<file path="config.mk">
export PLATFORM = sky130hd
export DESIGN_NAME = kt_ctrl
export DESIGN_NICKNAME = d
export VERILOG_FILES = /design/src/design/kt_pkg.sv /design/src/design/kt_ctrl.sv
export SDC_FILE = /design/constraint.sdc
export NUM_CORES = 1
export LEC_CHECK = 0
export BUFFER_PORTS_ARGS = -buffer_cell sky130_fd_sc_hd__buf_2
export CORE_AREA = 8 8 216 218
export DETAILED_ROUTE_END_ITERATION = 7
export DIE_AREA = 0 0 224 226
export HOLD_SLACK_MARGIN = 0.05
export SYNTH_ARGS = -nofsm -noshare
export SYNTH_HDL_FRONTEND = slang
export SYNTH_SLANG_ARGS = --single-unit
export TNS_END_PERCENT = 10
</file>
<file path="constraint.sdc">
create_clock -name clk -period 6.4 [get_ports clk]
set_input_delay 0.32 -clock clk [delete_from_list [all_inputs] [get_ports clk]]
set_output_delay 0.32 -clock clk [all_outputs]
set_load 0.01 [all_outputs]
</file>
<file path="src/design/kt_pkg.sv">
// Package for the keyed table: default sizes, field widths, codes and state type.
package kt_pkg;

  localparam int DEPTH_DEF       = 64;
  localparam int KEY_SYMBOLS_DEF = 8;
  localparam int SYM_W           = 5;
  localparam int VALUE_W         = 32;
  localparam int TIME_W          = 40;
  localparam int OP_W            = 2;
  localparam int STATUS_W        = 2;

  localparam logic [OP_W-1:0] OP_GET    = 2'd0;
  localparam logic [OP_W-1:0] OP_PUT    = 2'd1;
  localparam logic [OP_W-1:0] OP_TRIM   = 2'd2;
  localparam logic [OP_W-1:0] OP_UNUSED = 2'd3;

  localparam logic [STATUS_W-1:0] ST_OK     = 2'd0;
  localparam logic [STATUS_W-1:0] ST_MISS   = 2'd1;
  localparam logic [STATUS_W-1:0] ST_FULL   = 2'd2;
  localparam logic [STATUS_W-1:0] ST_REJECT = 2'd3;

  typedef enum logic [2:0] {
    S_IDLE,
    S_SCAN,
    S_APPLY,
    S_TRIMCHK,
    S_DONE
  } state_t;

endpackage

</file>
<file path="src/design/kt_ctrl.sv">
// Head of the ring: sequencer, the one compare unit that every entry passes, and result register.
module kt_ctrl #(
  parameter int DEPTH       = kt_pkg::DEPTH_DEF,
  parameter int KEY_SYMBOLS = kt_pkg::KEY_SYMBOLS_DEF,
  parameter int KEY_W       = KEY_SYMBOLS * kt_pkg::SYM_W,
  parameter int CNT_W       = $clog2(DEPTH + 1)
) (
  input  logic                         clk,
  input  logic                         rst,
  input  logic                         in_valid,
  output logic                         in_ready,
  input  logic [kt_pkg::OP_W-1:0]      in_op,
  input  logic [KEY_W-1:0]             in_key,
  input  logic [kt_pkg::VALUE_W-1:0]   in_value,
  input  logic [kt_pkg::TIME_W-1:0]    in_now,
  input  logic [CNT_W-1:0]             in_limit,
  output logic                         out_valid,
  input  logic                         out_ready,
  output logic [kt_pkg::STATUS_W-1:0]  out_status,
  output logic [kt_pkg::VALUE_W-1:0]   out_found,
  output logic [CNT_W-1:0]             out_count,
  output logic                         shift_en,
  input  logic                         h_valid,
  input  logic [KEY_W-1:0]             h_key,
  input  logic [kt_pkg::VALUE_W-1:0]   h_value,
  input  logic [kt_pkg::TIME_W-1:0]    h_used,
  output logic                         w_valid,
  output logic [KEY_W-1:0]             w_key,
  output logic [kt_pkg::VALUE_W-1:0]   w_value,
  output logic [kt_pkg::TIME_W-1:0]    w_used
);
  import kt_pkg::*;

  localparam int IDX_W = (DEPTH > 1) ? $clog2(DEPTH) : 1;
  localparam logic [IDX_W-1:0] IDX_LAST = IDX_W'(DEPTH - 1);

  state_t state, state_next;

  logic [OP_W-1:0]     op;
  logic [KEY_W-1:0]    key;
  logic [VALUE_W-1:0]  val;
  logic [TIME_W-1:0]   now;
  logic [CNT_W-1:0]    limit;
  logic [CNT_W-1:0]    count;
  logic [IDX_W-1:0]    idx;
  logic [STATUS_W-1:0] status;
  logic [VALUE_W-1:0]  found;
  logic                hit;
  logic                free_found;
  logic [IDX_W-1:0]    free_idx;
  logic                best_valid;
  logic [IDX_W-1:0]    best_idx;
  logic [TIME_W-1:0]   best_used;
  logic [KEY_W-1:0]    best_key;

  logic [KEY_W-1:0] canon;
  logic             alive;
  logic             match;
  logic             older;
  logic             last;
  logic             hit_now;
  logic             free_now;

  // Clear every symbol from the first end symbol on.
  always_comb begin
    alive = 1'b1;
    canon = '0;
    for (int i = 0; i < KEY_SYMBOLS; i++) begin
      if (in_key[KEY_W-1-SYM_W*i -: SYM_W] == '0) alive = 1'b0;
      canon[KEY_W-1-SYM_W*i -: SYM_W] = alive ? in_key[KEY_W-1-SYM_W*i -: SYM_W] : '0;
    end
  end

  assign match    = h_valid && (h_key == key);
  assign older    = h_valid && (!best_valid || (h_used < best_used) ||
                    ((h_used == best_used) && (h_key < best_key)));
  assign last     = (idx == IDX_LAST);
  assign hit_now  = hit || match;
  assign free_now = free_found || !h_valid;

  always_comb begin
    state_next = state;
    case (state)
      S_IDLE: begin
        if (in_valid) begin
          case (in_op)
            OP_GET:  state_next = (canon == '0) ? S_DONE : S_SCAN;
            OP_PUT:  state_next = (canon == '0 || in_value == '0) ? S_DONE : S_SCAN;
            OP_TRIM: state_next = S_TRIMCHK;
            default: state_next = S_DONE;
          endcase
        end
      end
      S_SCAN: begin
        if (last) begin
          if (op == OP_TRIM) begin
            state_next = S_APPLY;
          end else if (op == OP_PUT && !hit_now && count != CNT_W'(DEPTH) && free_now) begin
            state_next = S_APPLY;
          end else begin
            state_next = S_DONE;
          end
        end
      end
      S_APPLY:   if (last) state_next = (op == OP_TRIM) ? S_TRIMCHK : S_DONE;
      S_TRIMCHK: state_next = (count > limit) ? S_SCAN : S_DONE;
      S_DONE:    if (!out_valid || out_ready) state_next = S_IDLE;
      default:   state_next = S_IDLE;
    endcase
  end

  always_comb begin
    in_ready = (state == S_IDLE);
    shift_en = (state inside {S_SCAN, S_APPLY});
    w_valid  = h_valid;
    w_key    = h_key;
    w_value  = h_value;
    w_used   = h_used;
    case (state)
      S_SCAN: begin
        if (op == OP_PUT && match) begin
          w_value = val;
          w_used  = now;
        end
      end
      S_APPLY: begin
        if (op == OP_PUT && idx == free_idx) begin
          w_valid = 1'b1;
          w_key   = key;
          w_value = val;
          w_used  = now;
        end else if (op == OP_TRIM && idx == best_idx) begin
          w_valid = 1'b0;
        end
      end
      default: ;
    endcase
  end

  always_ff @(posedge clk) begin
    if (rst) begin
      state     <= S_IDLE;
      count     <= '0;
      out_valid <= 1'b0;
    end else begin
      state <= state_next;
      if (state == S_APPLY && last) begin
        count <= (op == OP_PUT) ? count + 1'b1 : count - 1'b1;
      end
      if (state == S_DONE && (!out_valid || out_ready)) begin
        out_valid <= 1'b1;
      end else if (out_ready) begin
        out_valid <= 1'b0;
      end
    end
  end

  always_ff @(posedge clk) begin
    case (state)
      S_IDLE: begin
        op         <= in_op;
        key        <= canon;
        val        <= in_value;
        now        <= in_now;
        limit      <= in_limit;
        idx        <= '0;
        hit        <= 1'b0;
        free_found <= 1'b0;
        best_valid <= 1'b0;
        found      <= '0;
        status     <= (in_op == OP_GET && canon == '0) ? ST_MISS :
                      (in_op == OP_PUT && (canon == '0 || in_value == '0)) ? ST_REJECT :
                      ST_OK;
      end
      S_SCAN: begin
        idx <= last ? '0 : idx + 1'b1;
        if (match) begin
          hit <= 1'b1;
          if (op == OP_GET) found <= h_value;
        end
        if (!h_valid && !free_found) begin
          free_found <= 1'b1;
          free_idx   <= idx;
        end
        if (older) begin
          best_valid <= 1'b1;
          best_idx   <= idx;
          best_used  <= h_used;
          best_key   <= h_key;
        end
        if (last) begin
          if (op == OP_GET && !hit_now) status <= ST_MISS;
          if (op == OP_PUT && !hit_now && (count == CNT_W'(DEPTH) || !free_now)) begin
            status <= ST_FULL;
          end
        end
      end
      S_APPLY: begin
        idx        <= last ? '0 : idx + 1'b1;
        best_valid <= 1'b0;
      end
      S_DONE: begin
        if (!out_valid || out_ready) begin
          out_status <= status;
          out_found  <= found;
          out_count  <= count;
        end
      end
      default: ;
    endcase
  end

endmodule

</file>
======== Yosys cells after proc, flatten, opt, wreduce, memory -nomap -nowiden ========
Index checks and enable logic that the tools add are counted.
cells by class
  muxes and demuxes ....................... 59
  order comparisons ....................... 3
  reductions and logical operators ........ 58
  eq/ne operators ......................... 24
  $add $sub $neg .......................... 3
operators by type and width
  operator               number
  $mux W40               4
  $mux W32               4
  $pmux W32 S2           2
  $eq A40 B40 Y1         2
  $lt A40 B40 Y1         2
  $pmux W40 S2           1
  $logic_not A40 Y1      1
  $logic_not A5 Y1       8
  $mux W5                8
  $logic_not A32 Y1      1
  $mux W3                10
  $logic_and A1 B1 Y1    16
  $mux W1                16
  $pmux W3 S5            1
  $eq A6 B6 Y1           2
  $pmux W6 S2            1
  $reduce_and A2 Y1      6
  $mux W2                5
  $ne A2 B2 Y1 const B   5
  $reduce_bool A2 Y1     5
  $pmux W3 S3            1
  $add A7 B1 Y7 const B  1
  $eq A7 B7 Y1 const B   1
  $gt A7 B7 Y1           1
  other kinds (22)       43
storage, ports and cells
  flip-flop bits (word level) ............. 308
  output and inout bits ................... 157
  word-level logic and storage cells ...... 168
  bits of input ports ..................... 238

======== Logic depth before layout (Yosys ltp) ========
  depth after elaboration ................. 16
  depth in mapped cells ................... 10
  gate-level depth less buffers ........... 10

======== Worst setup path before layout ========
No wires, ideal clock.
  path kind ............................... register to register
  start point ............................. reg state[1]
  end point ............................... reg free_found (enable)
  stages on the path, launching flop included .. 5
  data required time ...................... 6084 ps
  data arrival time ....................... 6443 ps
  period minus slack after synthesis ...... 6758 ps
  path buffers ............................ 2
  setup time .............................. 316 ps
  slack ................................... -358 ps
  cell sequence ........................... dfxtp_1 > clkbuf_1 > clkbuf_1 > nor2_1 > or2_2
on the way
  longest elaborated chain between the ends .. 3
  elaborated cells between the ends (all ways) .. 5
  those cells by class .................... eq/ne: 2; reduce/logical: 3
RTL lines
  what                          RTL line        text
  start: declaration            kt_ctrl.sv:37   state_t state, state_next;
  start signal: assignment      kt_ctrl.sv:146  state <= state_next;
  $logic_not A3 Y1              n/a
  net in_ready                  kt_ctrl.sv:11   output logic in_ready,
  $reduce_bool A2 Y1 (no line)  n/a
  $reduce_and A2 Y1 (no line)   n/a
  end signal: assignment        kt_ctrl.sv:168  free_found <= 1'b0;
  end signal: assignment        kt_ctrl.sv:182  free_found <= 1'b1;
  end: declaration              kt_ctrl.sv:49   logic free_found;
The timed path passes the listed nets, and every way through them passes these cells.
A chain may end at the register's enable or synchronous reset.

======== Worst setup path after layout ========
  start point ............................. reg op[1]
  end point ............................... out w_value[17] in the netlist's numbering
on the way
  longest elaborated chain between the ends .. 4
  elaborated cells between the ends (all ways) .. 6
  those cells by class .................... eq/ne: 1; mux: 3; reduce/logical: 2
RTL lines
  what                                           RTL line                        text
  start: declaration                             kt_ctrl.sv:39                   logic [OP_W-1:0] op;
  start signal: assignment                       kt_ctrl.sv:161                  op <= in_op;
  $eq A2 B1 Y1 (*)                               kt_ctrl.sv:121, kt_ctrl.sv:127
  $logic_and A1 B1 Y1, on equally long branches  kt_ctrl.sv:127, kt_ctrl.sv:121
  $mux W32, on equally long branches             kt_ctrl.sv:127, kt_ctrl.sv:121
  $pmux W32 S2 (*)                               kt_ctrl.sv:119                  case (state)
  end: declaration                               kt_ctrl.sv:29                   output logic [kt_pkg::VALUE_W-1:0] w_value,
Every way passes the cells marked *; elsewhere a longest branch is shown, timed or not.

==> metrics <==
Final Skew about 0.018 ns; Total Neg Setup Slack 0 ns; CTS tree yes; Nets approximately 2k; TritonRoute pass-1 iters 4; Synth Flop Type edfxtp_1; element type at the critical path end primary output; fin crit share 0.698; final std cells w/o fill between 2k and 2.5k; Worst Max-Slew Pin Slew 1.06 ns; Slew headroom 0.292; crit path max fanout between 70 and 80; power per cell area approximately 320 nW/um^2; CP Cell Sequence nor2b_1 > nand4_1 > nor4_4 > buf_4 > a41o_4 > mux2_2 > buf_2; Syn Std Cell Area between 10,000 and 15,000 sq um; slowest stage delay, CP roughly 0.76 ns; crit path kind flop to primary output; ranking of synthesized cells by area edfxtp_1 60%, ha_1 7.7%, mux2_2 7.5%; I/O pins 395; CTS HTree Levels 2; fin. max-slew vios 0; global route overflow 0; vias in the first global route 11.6k; top cell type by total area after synthesis edfxtp_1; Yosys warning total 0; starting DRC count in detailed routing 626; synthesis-to-layout area growth 37.3%; post-route ant nets 0; top cell family by delay on the critical path simple AND/OR/NAND/NOR gates; top-area cell type share of the netlist area 0.600; final WL about 43,000 um; layout cells sized above 1 0.334; Worst-Skew Late Latency roughly 0.54 ns; unrepaired setup endpoints after global routing false; worst flop-to-flop path endpoint best_used[11]; final worst path period need 4.47 ns; final setup vio count 0; first-pass GRT wire length roughly 66,000 um; clk buf depth 3; worst path bufs/invs 2; endpoints failing hold 0; critical path data arrival time 4.15 ns; synth cell count leaders 297 x edfxtp_1, 99 x mux2_2, 93 x inv_1, 92 x ha_1, 62 x and2_1; Num CTS Buffers 36; max-cap viol count 0; Lkg Pwr around 8.4 nW; asr flop ratio synth 0; crit start category flop; worst IR drop on VDD approximately 0.00021 V; WL met1 ~18,000 um; Die X ~220 um; Reg clk slew, reported paths around 0.06 ns; CP max-delay cell a41o_4; DP Wirelength about 32,000 um; cells after synthesis approximately 1.1k; DIE AREA ~50,000 sq um; syn_nets around 1.4k; CTS Root Cell clkbuf_16; r2r worst-path depth 9; Hold Startpoint h_key[30]; R2R Setup Slk roughly 2.5 ns; Max Clk Rate roughly 0.22 GHz; Placeable Area roughly 43,000 sq um; worst hold endpoint best_key[30]; Yosys reg bits a little over 300; placed cells between 2k and 2.5k; DR vias/cell about 4.7; Layout fillers between 3k and 4k; top-count cell post-synth edfxtp_1; met3 routed WL 2420 um; Distinct cells, synth between 50 and 60; status complete, no violations; Vias ~11k; Post-Syn Area per Cell between 10 and 15 sq um; critical path launch point op[1]; worst r2r src state[0]; Worst Path Required a little over 6 ns; largest net degree at the start of global routing 73; die height between 200 and 250 um; DRC viols 0; GRT Util Overall 0.168; met2 wire length around 22,000 um; hold crit path type primary input to flop; Cell Rows 77; Avg WL per Cell approximately 19 um; antenna violations before repair 8; Hold Path Depth 1; Starting Density 0.342; Seq/Total Area, Yosys 0.615; GPL Wtd Cong 0.856; Port Buf Inserts just under 400; clock sink total 308; Hold Slack ~0.085 ns; Post-CTS Repair Setup Buffers 0; max layer used met4; Post-synth EDFFs just under 300
[report_power, final]
| part | leakage, nW | switching [mW] | total [mW] | internal (mW) |
|---|---|---|---|---|
| Combinational | 4.89 | 0.906 | 1.43 | 0.526 |
| Sequential | 3.00 | 0.239 | 3.25 | 3.02 |
| Clock | 0.535 | 0.816 | 1.92 | 1.10 |
[cells in the final DEF (no fill, tap or decap), types with 40 or more instances in the layout]
cell type      Yosys  layout
a21oi_1           41      40
edfxtp_1         297     297
mux2_2            99      99
ha_1              92      92
inv_1             93      93
and2_1            62      62
dlygate4sd3_1      0     181
buf_2              4     394
nor2_1            42      41
[state kept, by name, indices dropped and copies added, names as in the netlist]
register    cells
best_key       40
best_used      40
key            40
now            40
found          32
out_found      32
val            32
count           7
limit           7
out_count       7
best_idx        6
free_idx        6
idx             6
state           3
op              2
out_status      2
status          2
best_valid      1
free_found      1
hit             1
out_valid       1
[metrics by stage]
step                instance area (sq um)  power, mW  setup slack, ns   util
floorplan                           14900       4.09             1.81      -
global placement                    17500       4.61             2.46  0.403
detailed placement                  17500       4.65             2.40  0.403
CTS                                 20400       6.69             1.92  0.469
global route                        20400       6.96             1.67  0.470
finish                              20400       6.60             1.93  0.470
[per-layer routing]
metal,track usage,up-vias
met5,0,-
met3,0.0362,70
met1,0.196,5239
met4,0.0656,0
li1,-,5217
met2,0.298,341
[area by class of cell]
| type | count | area, sq um | share of cell area |
|---|---|---|---|
| clock inverter | 19 | 131 | 0.00643 |
| sequential | 308 | 9140 | 0.448 |
| inverter | 94 | 353 | 0.0173 |
| clock buffer | 44 | 952 | 0.0466 |
| multi-input combinational | 648 | 5250 | 0.257 |
| tap | 592 | 741 | 0.0363 |
| antenna | 8 | 20.0 | 0.000981 |
| timing repair buffer | 581 | 3830 | 0.188 |
[worst reg2reg max path: cells and delay by family, from the launching register on]
kind | cells | cell delay (ns)
flops | 1 | 0.72
buf+inv | 2 | 0.94
simple gates | 6 | 1.71
compound gates | 1 | 0.20
[cell families after synthesis]
| group | synth area share |
|---|---|
| xor gates and xnor gates | 0.0359 |
| DFF | 0.615 |
| and+or+nand+nor | 0.101 |
| AOI/OAI and AO/OA | 0.0490 |
| muxes | 0.0848 |
| adders and majority gates | 0.0788 |
| buffers and inverters | 0.0354 |
[timing repair]
action / in CTS / in global routing
hold buffers: 181 / 0
endpoints found under the hold margin: 181 / 0
gates resized for setup: 0 / 0
[how the worst max path moves through the flow]
stage	to	slack, ns	cells past startpoint
after global routing	w_value[17]	1.67	7
final	w_value[17]	1.93	7
after floorplan	free_found	1.81	4
after detailed placement	best_used[11]	2.40	9
after CTS	w_value[25]	1.92	7
after global placement	best_used[11]	2.46	9
Note: power is estimated with default switching activity, not from simulation.
